===== config.mk =====
export PLATFORM = sky130hd
export DESIGN_NAME = multilevel_queue_scheduler_top
export DESIGN_NICKNAME = d
export VERILOG_FILES = /design/src/design/mlqs_pkg.sv /design/src/design/mlqs_fifo.sv /design/src/design/multilevel_queue_scheduler_top.sv
export SDC_FILE = /design/constraint.sdc
export NUM_CORES = 1
export LEC_CHECK = 0
export BUFFER_PORTS_ARGS = -buffer_cell sky130_fd_sc_hd__buf_2
export CAP_MARGIN = 20
export CORE_MARGIN = 1
export CORE_UTILIZATION = 40
export CTS_CLUSTER_DIAMETER = 60
export DETAILED_ROUTE_END_ITERATION = 10
export GPL_ROUTABILITY_DRIVEN = 0
export PLACE_DENSITY = 0.64
export SYNTH_ARGS = -nofsm -noshare
export SYNTH_HDL_FRONTEND = slang
export SYNTH_SLANG_ARGS = --single-unit

===== constraint.sdc =====
create_clock -name clock -period 11.25 [get_ports clock]
set_input_delay 1.6875 -clock clock [delete_from_list [all_inputs] [get_ports clock]]
set_output_delay 1.6875 -clock clock [all_outputs]
set_load 0.005 [all_outputs]

===== src/design/mlqs_pkg.sv =====
// Package of the multilevel queue scheduler: sizes, beat types and states.
// Depends on nothing; used by every module of the block.
package mlqs_pkg;

   localparam int MAX_PROCS = 16;
   localparam int IDX_W     = $clog2(MAX_PROCS);
   localparam int CNT_W     = IDX_W + 1;
   localparam int TIME_W    = 16;
   localparam int VAL_W     = 8;
   localparam logic [VAL_W-1:0] DEFAULT_QUANTUM = 8'd2;

   typedef struct packed {
      logic [VAL_W-1:0] arrival;
      logic [VAL_W-1:0] burst;
      logic             level;
      logic             final_entry;
   } req_type;

   typedef struct packed {
      logic [3:0]        process_index;
      logic [TIME_W-1:0] completion;
      logic [TIME_W-1:0] turnaround;
      logic [TIME_W-1:0] waiting;
      logic              last_result;
   } rsp_type;

   typedef enum logic [2:0] {
      ST_LOAD,
      ST_DECIDE,
      ST_SCAN,
      ST_ADMIT,
      ST_REQUEUE,
      ST_PICK,
      ST_OUT
   } state_type;

endpackage


===== src/design/mlqs_fifo.sv =====
// Circular ready queue of process indices with push, pop and a flush.
// Depends on mlqs_pkg for the index and count widths.
module mlqs_fifo
   import mlqs_pkg::*;
(
   input  logic             clock,
   input  logic             reset,
   input  logic             clear,
   input  logic             push,
   input  logic [IDX_W-1:0] push_data,
   input  logic             pop,
   output logic [IDX_W-1:0] head_data,
   output logic             empty
);

   logic [IDX_W-1:0] slot_ff [MAX_PROCS];
   logic [IDX_W-1:0] head_ff, head_in;
   logic [IDX_W-1:0] tail_ff, tail_in;
   logic [CNT_W-1:0] count_ff, count_in;

   // Pointer and count update; a flush empties the queue at once.
   always_comb begin
      head_in  = head_ff;
      tail_in  = tail_ff;
      count_in = count_ff;
      if (clear) begin
         head_in  = '0;
         tail_in  = '0;
         count_in = '0;
      end else begin
         if (push) begin
            tail_in = tail_ff + 1'b1;
         end
         if (pop) begin
            head_in = head_ff + 1'b1;
         end
         count_in = count_ff + CNT_W'(push) - CNT_W'(pop);
      end
   end

   always_ff @(posedge clock) begin
      if (reset) begin
         head_ff  <= '0;
         tail_ff  <= '0;
         count_ff <= '0;
      end else begin
         head_ff  <= head_in;
         tail_ff  <= tail_in;
         count_ff <= count_in;
      end
   end

   // Entry storage needs no reset.
   always_ff @(posedge clock) begin
      if (push && !clear) begin
         slot_ff[tail_ff] <= push_data;
      end
   end

   assign head_data = slot_ff[head_ff];
   assign empty     = (count_ff == '0);

endmodule


===== src/design/multilevel_queue_scheduler_top.sv =====
// Multilevel queue scheduler: each request beat loads one process (one beat per
// cycle in ST_LOAD, up to MAX_PROCS kept, later ones dropped). The beat marked
// final_entry starts a simulation run by a small sequencer around one shared
// compare unit: every decision point scans the loaded processes once per admitted
// process plus once per level, then passes through ST_REQUEUE and ST_PICK to
// requeue and run. Results then leave one per response beat in index order; a
// new load may start as the last result waits in the output register. The round
// robin slice length is written through csr_wr_en.
// Depends on mlqs_pkg and mlqs_fifo.
module multilevel_queue_scheduler_top
   import mlqs_pkg::*;
(
   input  logic             clock,
   input  logic             reset,
   input  logic             req_valid,
   output logic             req_ready,
   input  req_type          req_data,
   output logic             rsp_valid,
   input  logic             rsp_ready,
   output rsp_type          rsp_data,
   input  logic             csr_wr_en,
   input  logic [VAL_W-1:0] csr_wr_data
);

   // Process store.
   logic [VAL_W-1:0]  arrival_ff   [MAX_PROCS];
   logic [VAL_W-1:0]  burst_ff     [MAX_PROCS];
   logic [VAL_W-1:0]  remaining_ff [MAX_PROCS];
   logic              level_ff     [MAX_PROCS];
   logic [TIME_W-1:0] completion_ff[MAX_PROCS];
   logic [MAX_PROCS-1:0] admitted_ff;

   // Sequencer registers.
   state_type         state_ff, state_in;
   logic [VAL_W-1:0]  quantum_ff;
   logic [CNT_W-1:0]  loaded_ff, loaded_in;
   logic [CNT_W-1:0]  done_ff, done_in;
   logic [TIME_W-1:0] now_ff, now_in;
   logic [IDX_W-1:0]  run_slot_ff, run_slot_in;
   logic              run_valid_ff, run_valid_in;
   logic              lvl_ff, lvl_in;
   logic [IDX_W-1:0]  scan_ff, scan_in;
   logic [IDX_W-1:0]  best_ff, best_in;
   logic [VAL_W-1:0]  best_arr_ff, best_arr_in;
   logic              best_valid_ff, best_valid_in;
   logic [IDX_W-1:0]  out_ff, out_in;
   logic              rsp_valid_ff, rsp_valid_in;
   rsp_type           rsp_ff, rsp_in;

   // Strobes and shared datapath.
   logic              req_fire;
   logic              load_we;
   logic [IDX_W-1:0]  load_idx;
   logic              rem_we;
   logic [VAL_W-1:0]  rem_wdata;
   logic              cmp_we;
   logic              adm_set;
   logic              clear_run;
   logic [IDX_W-1:0]  sel_idx;
   logic              candidate;
   logic              scan_last;
   logic              hi_push, hi_pop, lo_pop;
   logic [IDX_W-1:0]  hi_push_data, hi_head, lo_head;
   logic              hi_empty, lo_empty;
   logic [VAL_W-1:0]  q_eff, rem_rd, run_len;
   logic [TIME_W-1:0] turn_calc;

   assign req_fire = req_valid && req_ready;
   assign load_idx = loaded_ff[IDX_W-1:0];
   assign q_eff    = (quantum_ff == '0) ? VAL_W'(1) : quantum_ff;
   assign rem_rd   = remaining_ff[sel_idx];
   assign run_len  = (rem_rd < q_eff) ? rem_rd : q_eff;
   assign scan_last = ({1'b0, scan_ff} == loaded_ff - 1'b1);

   // Shared compare unit: is the scanned process a better admission pick.
   assign candidate = !admitted_ff[sel_idx] && (level_ff[sel_idx] == lvl_ff)
                      && ({8'd0, arrival_ff[sel_idx]} <= now_ff)
                      && (!best_valid_ff || (arrival_ff[sel_idx] < best_arr_ff));

   assign turn_calc = completion_ff[sel_idx] - TIME_W'(arrival_ff[sel_idx]);

   mlqs_fifo u_high_fifo (
      .clock     (clock),
      .reset     (reset),
      .clear     (clear_run),
      .push      (hi_push),
      .push_data (hi_push_data),
      .pop       (hi_pop),
      .head_data (hi_head),
      .empty     (hi_empty)
   );

   mlqs_fifo u_low_fifo (
      .clock     (clock),
      .reset     (reset),
      .clear     (clear_run),
      .push      (adm_set && lvl_ff),
      .push_data (best_ff),
      .pop       (lo_pop),
      .head_data (lo_head),
      .empty     (lo_empty)
   );

   // Next state and sequencer outputs.
   always_comb begin
      state_in      = state_ff;
      loaded_in     = loaded_ff;
      done_in       = done_ff;
      now_in        = now_ff;
      run_slot_in   = run_slot_ff;
      run_valid_in  = run_valid_ff;
      lvl_in        = lvl_ff;
      scan_in       = scan_ff;
      best_in       = best_ff;
      best_arr_in   = best_arr_ff;
      best_valid_in = best_valid_ff;
      out_in        = out_ff;
      rsp_valid_in  = rsp_valid_ff && !rsp_ready;
      rsp_in        = rsp_ff;
      req_ready     = 1'b0;
      load_we       = 1'b0;
      rem_we        = 1'b0;
      rem_wdata     = rem_rd;
      cmp_we        = 1'b0;
      adm_set       = 1'b0;
      clear_run     = 1'b0;
      sel_idx       = scan_ff;
      hi_push       = 1'b0;
      hi_push_data  = best_ff;
      hi_pop        = 1'b0;
      lo_pop        = 1'b0;
      unique case (state_ff)
         ST_LOAD: begin
            req_ready = 1'b1;
            if (req_fire) begin
               if (loaded_ff < CNT_W'(MAX_PROCS)) begin
                  load_we   = 1'b1;
                  loaded_in = loaded_ff + 1'b1;
               end
               if (req_data.final_entry) begin
                  state_in = ST_DECIDE;
               end
            end
         end
         ST_DECIDE: begin
            if (done_ff == loaded_ff) begin
               out_in   = '0;
               state_in = ST_OUT;
            end else begin
               lvl_in        = 1'b0;
               scan_in       = '0;
               best_valid_in = 1'b0;
               state_in      = ST_SCAN;
            end
         end
         ST_SCAN: begin
            if (candidate) begin
               best_in       = scan_ff;
               best_arr_in   = arrival_ff[sel_idx];
               best_valid_in = 1'b1;
            end
            scan_in = scan_ff + 1'b1;
            if (scan_last) begin
               state_in = ST_ADMIT;
            end
         end
         ST_ADMIT: begin
            scan_in       = '0;
            best_valid_in = 1'b0;
            state_in      = ST_SCAN;
            if (best_valid_ff) begin
               adm_set = 1'b1;
               hi_push = !lvl_ff;
            end else if (!lvl_ff) begin
               lvl_in = 1'b1;
            end else begin
               state_in = ST_REQUEUE;
            end
         end
         ST_REQUEUE: begin
            hi_push      = run_valid_ff;
            hi_push_data = run_slot_ff;
            state_in     = ST_PICK;
         end
         ST_PICK: begin
            state_in = ST_DECIDE;
            if (!hi_empty) begin
               sel_idx     = hi_head;
               hi_pop      = 1'b1;
               rem_we      = 1'b1;
               rem_wdata   = rem_rd - run_len;
               now_in      = now_ff + TIME_W'(run_len);
               run_slot_in = hi_head;
               if (rem_rd == run_len) begin
                  cmp_we       = 1'b1;
                  done_in      = done_ff + 1'b1;
                  run_valid_in = 1'b0;
               end else begin
                  run_valid_in = 1'b1;
               end
            end else if (!lo_empty) begin
               sel_idx   = lo_head;
               now_in    = now_ff + 1'b1;
               rem_we    = 1'b1;
               rem_wdata = (rem_rd == '0) ? '0 : rem_rd - 1'b1;
               if (rem_rd <= VAL_W'(1)) begin
                  cmp_we  = 1'b1;
                  done_in = done_ff + 1'b1;
                  lo_pop  = 1'b1;
               end
            end else begin
               now_in = now_ff + 1'b1;
            end
         end
         ST_OUT: begin
            sel_idx = out_ff;
            if (!rsp_valid_ff || rsp_ready) begin
               rsp_valid_in         = 1'b1;
               rsp_in.process_index = 4'(out_ff);
               rsp_in.completion    = completion_ff[sel_idx];
               rsp_in.turnaround    = turn_calc;
               rsp_in.waiting       = turn_calc - TIME_W'(burst_ff[sel_idx]);
               rsp_in.last_result   = ({1'b0, out_ff} == loaded_ff - 1'b1);
               out_in               = out_ff + 1'b1;
               if (rsp_in.last_result) begin
                  clear_run    = 1'b1;
                  loaded_in    = '0;
                  done_in      = '0;
                  now_in       = '0;
                  run_slot_in  = '0;
                  run_valid_in = 1'b0;
                  state_in     = ST_LOAD;
               end
            end
         end
         default: begin
            state_in = ST_LOAD;
         end
      endcase
   end

   // Control registers.
   always_ff @(posedge clock) begin
      if (reset) begin
         state_ff      <= ST_LOAD;
         quantum_ff    <= DEFAULT_QUANTUM;
         loaded_ff     <= '0;
         done_ff       <= '0;
         now_ff        <= '0;
         run_slot_ff   <= '0;
         run_valid_ff  <= 1'b0;
         lvl_ff        <= 1'b0;
         scan_ff       <= '0;
         best_valid_ff <= 1'b0;
         out_ff        <= '0;
         rsp_valid_ff  <= 1'b0;
         admitted_ff   <= '0;
      end else begin
         state_ff      <= state_in;
         if (csr_wr_en) begin
            quantum_ff <= csr_wr_data;
         end
         loaded_ff     <= loaded_in;
         done_ff       <= done_in;
         now_ff        <= now_in;
         run_slot_ff   <= run_slot_in;
         run_valid_ff  <= run_valid_in;
         lvl_ff        <= lvl_in;
         scan_ff       <= scan_in;
         best_valid_ff <= best_valid_in;
         out_ff        <= out_in;
         rsp_valid_ff  <= rsp_valid_in;
         if (clear_run) begin
            admitted_ff <= '0;
         end else if (adm_set) begin
            admitted_ff[best_ff] <= 1'b1;
         end
      end
   end

   // Payload registers and process store.
   always_ff @(posedge clock) begin
      best_ff     <= best_in;
      best_arr_ff <= best_arr_in;
      rsp_ff      <= rsp_in;
      if (load_we) begin
         arrival_ff[load_idx]   <= req_data.arrival;
         burst_ff[load_idx]     <= req_data.burst;
         remaining_ff[load_idx] <= req_data.burst;
         level_ff[load_idx]     <= req_data.level;
      end else if (rem_we) begin
         remaining_ff[sel_idx] <= rem_wdata;
      end
      if (cmp_we) begin
         completion_ff[sel_idx] <= now_in;
      end
   end

   assign rsp_valid = rsp_valid_ff;
   assign rsp_data  = rsp_ff;

endmodule


==> impl_metrics.tcl, run 1 <==
set metrics [dict create \
    max_stage_delay_ps 940 \
    cp-start-kind "flop" \
    p_total_mw 9.06 \
    max_freq_ghz 0.105 \
    vdd_drop_max_mv 0.145 \
    vias 27700 \
    max_slew.worst_pin.slew_ps 1150 \
    rsz0062_at_grt "false" \
    timing_hold_violations_final 0 \
    fin_crit_sh 0.846 \
    nets 3374 \
    cts-hold-fix-buffers 0 \
    synthArstFlopShare 0 \
    die_w_um 333 \
    crit_type "flop to flop" \
    finalSetupTns_ps 0 \
    dp_slack_ps 1760 \
    cts_tree "yes" \
    worst_slack_ps 1730 \
    synthesis.area_mm2 0.0438 \
    maxCapViolations 0 \
    setup_viol 0 \
    place_inst 4546 \
    worstPathRequired_ps 11830 \
    syn_avg_cell_area_um2 13.8 \
    yosysTopAreaCellShare 0.583 \
    grt_pass1_vias 26800 \
    cp_max_fo 27 \
    r2r_end "now_ff[10]" \
    reg2reg_depth 33 \
    reg2reg_slack_ps 1730 \
    synth_flop_cell "edfxtp_1" \
    rows 120 \
    coreArea_mm2 0.108 \
    synth_area_leader_cell "edfxtp_1" \
    synth_nets 3287 \
    ys_seq_elements 956 \
    yosysSeqAreaShare 0.632 \
    cp_slowest_cell "dfxtp_1" \
    yosys_warnings 0 \
    synth_cells 3165 \
    drtIter0Drc 2991 \
    cts_buffers 99 \
    post_drt_wl_per_cell_um 25.3 \
    post-cts-setup-buffers 0 \
    die_h_um 333 \
    postRouteAntennaNets 0 \
    syn_to_final_growth_pct 13.2 \
    viasPerCell 5.83 \
    min_period_ps 9520 \
    slew_headroom 0.230 \
    synthDistinctLibCells 89 \
    cp-end-kind "flop" \
    outcome "finished clean" \
    grt_use_total 0.214 \
    clock_sinks 956 \
    grt_max_degree 122 \
    dp_hpwl_mm 76.9 \
    drt_pass1_iterations 5 \
    io_pins 86 \
    synth-edff-count 849 \
    final_cells 4739 \
    die-area_mm2 0.111 \
    synthTopCellsByArea "edfxtp_1 58%, mux4_2 9.7%, dfxtp_1 4.9%" \
    initial_utilization 0.406 \
    arrival_ps 10100 \
    grt_pass1_wl_mm 177 \
    hold_path.class "flop to flop" \
    drive_gt1_frac 0.194 \
    post-route-drc-count 0 \
    port_buffers 85 \
    p_leak_nw 16.7 \
    fin_skew_ps 24.1 \
    ctsRootBufferMaster "clkbuf_16" \
    wl_mm 120 \
    worstSkewPairLatency_ps 690 \
    antenna_found_initial 9 \
    gr-total-overflow 0 \
    cts_resized 0 \
    clk_pin_slew_ps 60 \
    slew_viol_final 0 \
    p_per_area_mw_per_mm2 183 \
    htree_levels 3 \
    endpoint "now_ff[10]" \
    clockBufferDepth 3 \
]
-- state kept, by name, indices dropped and copies added (netlist names), 8 cells and up, named ones only --
| name | count |
|---|---|
| u_high_fifo.slot_ff | 64 |
| level_ff | 16 |
| remaining_ff | 128 |
| best_arr_ff | 8 |
| rsp_data | 53 |
| admitted_ff | 16 |
| arrival_ff | 128 |
| quantum_ff | 8 |
| u_low_fifo.slot_ff | 64 |
| now_ff | 16 |
| burst_ff | 128 |
| completion_ff | 256 |
-- worst min path at each step --
stage	depth (start not counted)	start	endpoint
global placement	2	admitted_ff[13]	admitted_ff[13]
floorplan	0	scan_ff[2]	best_ff[2]
CTS	2	admitted_ff[13]	admitted_ff[13]
finish	2	run_slot_ff[2]	run_slot_ff[2]
detailed placement	2	admitted_ff[13]	admitted_ff[13]
global route	2	admitted_ff[14]	admitted_ff[14]
-- stage by stage --
step                      cell area [µm²]  hold WS (ps)   util
after floorplan                     43800           406      -
after global placement              46000           446  0.427
after detailed placement            46100           455  0.428
after CTS                           49400           468  0.458
after global routing                49500           497  0.459
final                               49500           469  0.459
-- synth_stat cells (7+ instances only) --
cell type  count
nand3_1      210
nand4_1       23
a21o_1        22
nor2_1       184
and2_1        30
a311oi_1      24
a22oi_1        8
a31oi_1       24
nand2b_1      14
xor2_1        42
a221oi_1      12
buf_1         39
nor3b_1        8
dfxtp_1      107
o21ai_0       59
clkbuf_1      97
nor4_1        16
o22ai_1       23
a211oi_1       7
mux2_2        47
ha_1          85
nor3_1        43
buf_2         49
xnor2_1       39
o211ai_1      14
nand4b_1       9
inv_1         95
mux4_2       189
nor2b_1        9
a21oi_1       93
a311o_1        9
and3_1        28
nand2_1      466
o21bai_1       7
mux2i_1       76
edfxtp_1     849
-- where the power goes --
part / leakage, nW / switching, mW / internal, mW
clock network: 1.64 / 1.39 / 1.97
logic: 6.47 / 1.11 / 0.595
registers: 8.64 / 0.0363 / 3.96
-- cell type report --
cell class                      instances  area (µm²)
Fill cell                            9402       58300
Sequential cell                       956       27600
Multi-Input combinational cell       1921       15200
Clock buffer                          124        2660
Tap cell                             1403        1760
Timing Repair Buffer                  179        1230
Clock inverter                         60         669
Inverter                               95         358
Antenna cell                            1        2.50
-- layer usage --
metal,routed length [µm],GRT usage,part of all wire,vias up
met1,49400,0.296,0.41,13900
met5,38,0,0.00032,-
li1,-,-,-,12200
met3,10800,0.0455,0.090,228
met2,55800,0.338,0.47,1263
met4,3670,0.0670,0.031,6
-- critical path, delay by kind of cell, from the launching register on --
| family | cells | cell delay [ps] |
|---|---|---|
| AO/OA/AOI/OAI | 13 | 3910 |
| adder cells (fa/ha/maj) | 3 | 710 |
| buffers and inverters | 4 | 380 |
| flip-flops | 1 | 940 |
| multiplexers | 2 | 1190 |
| AND/OR/NAND/NOR | 11 | 2260 |
-- cells by family (layout without fill, tap and decap cells) --
group,Yosys count,count (layout),share of synthesized area
mux,316,316,0.129
fa+ha+maj,91,91,0.0271
simple gates,1070,1070,0.111
other cells,0,1,0
compound gates,363,363,0.0570
buf+inv,288,458,0.0276
flops,956,956,0.632
xor+xnor,81,81,0.0162
-- cells in the final DEF, fill, tap and decap left out, types with 23 or more instances in the layout --
| cell | n |
|---|---|
| a311oi_1 | 23 |
| nand3_1 | 209 |
| ha_1 | 85 |
| a31oi_1 | 24 |
| a21oi_1 | 93 |
| clkbuf_16 | 101 |
| clkinv_2 | 24 |
| nor2_1 | 170 |
| mux2i_1 | 76 |
| mux2_2 | 47 |
| edfxtp_1 | 849 |
| xor2_1 | 42 |
| dfxtp_1 | 101 |
| o21ai_0 | 59 |
| mux4_2 | 189 |
| inv_1 | 94 |
| buf_2 | 85 |
| nor3_1 | 26 |
| nand2_1 | 465 |
| xnor2_1 | 39 |
| and3_1 | 28 |
| nand4_1 | 23 |
| buf_4 | 79 |
| and2_1 | 29 |
Note: power is estimated with default switching activity, not from simulation.
==> run 2: changes to the inputs <==
ABC_AREA = 1   (was unset)
PLACE_DENSITY = 0.66   (was 0.64)
clock period = 7.69 ns   (was 11.25 ns; I/O delays follow)
==> run 2 against run 1 <==
Worst hold slack got worse by 2.4 ps. Clock power grew 50%. Critical path depth unchanged. Power up 82%. Non-clock buffer count increased by 30. Worst setup slack worse by 1200 ps. Critical endpoint is now rsp_data[16]. Largest power group unchanged. Highest routed layer unchanged.
==> impl_metrics.tcl, run 2 <==
set metrics [dict create \
    outcome "finished clean" \
    clockBufferDepth 3 \
    fin_skew_ps 29.3 \
    timing.rr.start "u_low_fifo.count_ff[2]" \
    rows 120 \
    yosysTopAreaCellShare 0.589 \
    grt_max_degree 82 \
    port_buffers 85 \
    drt_pass1_iterations 7 \
    arrival_ps 7630 \
    hold_path.class "flop to flop" \
    syn_avg_cell_area_um2 11.2 \
    cp_max_fo 34 \
    postPlaceCellArea_mm2 0.0455 \
    grt_pass1_vias 30100 \
    yosysSeqAreaShare 0.638 \
    coreArea_mm2 0.107 \
    yosys_warnings 0 \
    viasPerCell 5.75 \
    worstHoldStart "run_slot_ff[3]" \
    p_per_area_mw_per_mm2 337 \
    syn_to_final_growth_pct 13.4 \
    top_register "completion_ff" \
    post-route-drc-count 0 \
    fin_crit_sh 0.937 \
    slew_headroom 0.228 \
    die-area_mm2 0.110 \
    grt_use_met2 0.351 \
    synth-edff-count 849 \
    max_stage_delay_ps 630 \
    largest_register_ffs 256 \
    worstPathRequired_ps 8120 \
    max_slew.worst_pin.slew_ps 1150 \
    ctsRootBufferMaster "clkbuf_16" \
    reg2reg_depth 33 \
    cp_slowest_cell "nor4_1" \
    cp-end-kind "flop" \
    setup_viol 0 \
    dp_hpwl_mm 80.1 \
    vdd_drop_max_mv 0.461 \
    synthTopCellsByArea "edfxtp_1 59%, dfxtp_1 4.9%, nand2_1 4.7%" \
    slew_viol_final 0 \
    rsz0062_at_grt "false" \
    synthDistinctLibCells 65 \
    whs_ps 466 \
    critPathMostFrequentCell "nand2_1" \
    cts-hold-fix-buffers 0 \
    drive_gt1_frac 0.118 \
    clk_pin_slew_ps 60 \
    post_drt_wl_per_cell_um 22.9 \
    antenna_found_initial 4 \
    cts_tree "yes" \
    postLayoutCoreUtil 0.458 \
    seqCellArea_mm2 0.0277 \
    drtIter0Drc 4004 \
    initial_utilization 0.404 \
    grt_pass1_wl_mm 185 \
    htree_levels 3 \
    synthesis.area_mm2 0.0433 \
    maxCapViolations 0 \
    startpoint "u_low_fifo.count_ff[2]" \
    wl_mm 125 \
    timing_hold_violations_final 0 \
    synth_cells 3864 \
    grt_use_total 0.225 \
    stdcell_area_mm2 0.0491 \
    vias 31400 \
    final_cell_mix "849 x edfxtp_1, 534 x nand2_1, 438 x nor2_1, 274 x o21ai_0, 270 x inv_1" \
    worstSkewPairLatency_ps 690 \
    finalSetupTns_ps 0 \
    reg2reg_slack_ps 490 \
    netlist_top_cells_count "849 x edfxtp_1, 539 x nand2_1, 473 x nor2_1" \
    r2r_end "rsp_data[16]" \
    crit_type "flop to flop" \
    postRouteAntennaNets 0 \
    nFillCells 9615 \
    top_usage_layer "met2" \
    die_w_um 331 \
    io_pins 86 \
    synth_area_leader_cell "edfxtp_1" \
    min_period_ps 7200 \
    synth.most_common_cell "edfxtp_1" \
    max_freq_ghz 0.139 \
    ys_seq_elements 956 \
    gr-total-overflow 0 \
    cts_buffers 102 \
    nets 4094 \
    cp-start-kind "flop" \
    multi_input_area_mm2 0.0138 \
    p_leak_nw 17.4 \
    synth_flop_cell "edfxtp_1" \
    synthArstFlopShare 0 \
    met1_usage 0.307 \
    final_common_cell "edfxtp_1" \
    endpoint "rsp_data[16]" \
    clock_sinks 956 \
    die_h_um 331 \
    use_met3 0.0409 \
    synth_nets 3986 \
]
run 2: how the worst min path moves through the flow:
stage,end,slack [ps],cells past startpoint
finish,run_slot_ff[3],470,2
global route,run_slot_ff[1],480,2
CTS,run_slot_ff[3],460,2
detailed placement,run_slot_ff[3],450,2
global placement,run_slot_ff[0],450,2
floorplan,best_ff[3],410,0
run 2: what timing repair did:
action | CTS | global route
setup buffers | 0 | 7
setup endpoints to repair | 0 | 101
resized for setup | 0 | 16
run 2: area by class of cell:
type                    instances  share of cell area
diodes                          1           0.0000510
clock buffers                 139              0.0582
clock inverters                53              0.0119
inverters                     291              0.0225
multi-input cells            2412               0.280
flip-flops and latches        956               0.563
well taps                    1403              0.0358
repair buffers                209              0.0277
run 2: critical path, delay by kind of cell (launching register included):
family / cells / cell delay [ps]
xor gates and xnor gates: 1 / 430
buffers and inverters: 6 / 1090
adders and majority gates: 4 / 1280
AOI/OAI and AO/OA: 5 / 900
and+or+nand+nor: 17 / 2860
DFF: 1 / 330
run 2: logic make-up (layout without fill, tap and decap cells):
| kind of cell | count (synthesis) | in the layout | synth area share |
|---|---|---|---|
| and+or+nand+nor | 1253 | 1253 | 0.120 |
| DFF | 956 | 956 | 0.638 |
| AOI/OAI and AO/OA | 943 | 943 | 0.139 |
| buffers and inverters | 496 | 692 | 0.0471 |
| adders and majority gates | 91 | 91 | 0.0273 |
| muxes | 82 | 82 | 0.0190 |
| xor gates and xnor gates | 43 | 43 | 0.00905 |
| other | 0 | 1 | 0 |
run 2: per-stage QoR:
stage          worst slack [ps]  cells  power, mW
4_1_cts                     212   5455       16.5
6_report                    487   5464       16.5
3_3_place_gp                517   5263       11.4
3_5_place_dp                274   5263       11.5
5_1_grt                    30.9   5463       17.2
2_1_floorplan              1570   3864       9.45
run 2: routing by layer:
| layer | vias up | share of wire | wire [µm] |
|---|---|---|---|
| met5 | - | 0.00022 | 28 |
| met1 | 15100 | 0.40 | 50500 |
| met2 | 1739 | 0.45 | 56700 |
| li1 | 14300 | - | - |
| met4 | 4 | 0.041 | 5160 |
| met3 | 304 | 0.10 | 12800 |
run 2: power breakdown:
group	internal, mW	total (mW)	leakage (nW)	switching (mW)
Clock	2.90	5.01	1.70	2.10
Sequential	6.00	6.09	8.61	0.0925
Combinational	1.56	5.43	7.10	3.87
Total	10.5	16.5	17.4	6.06
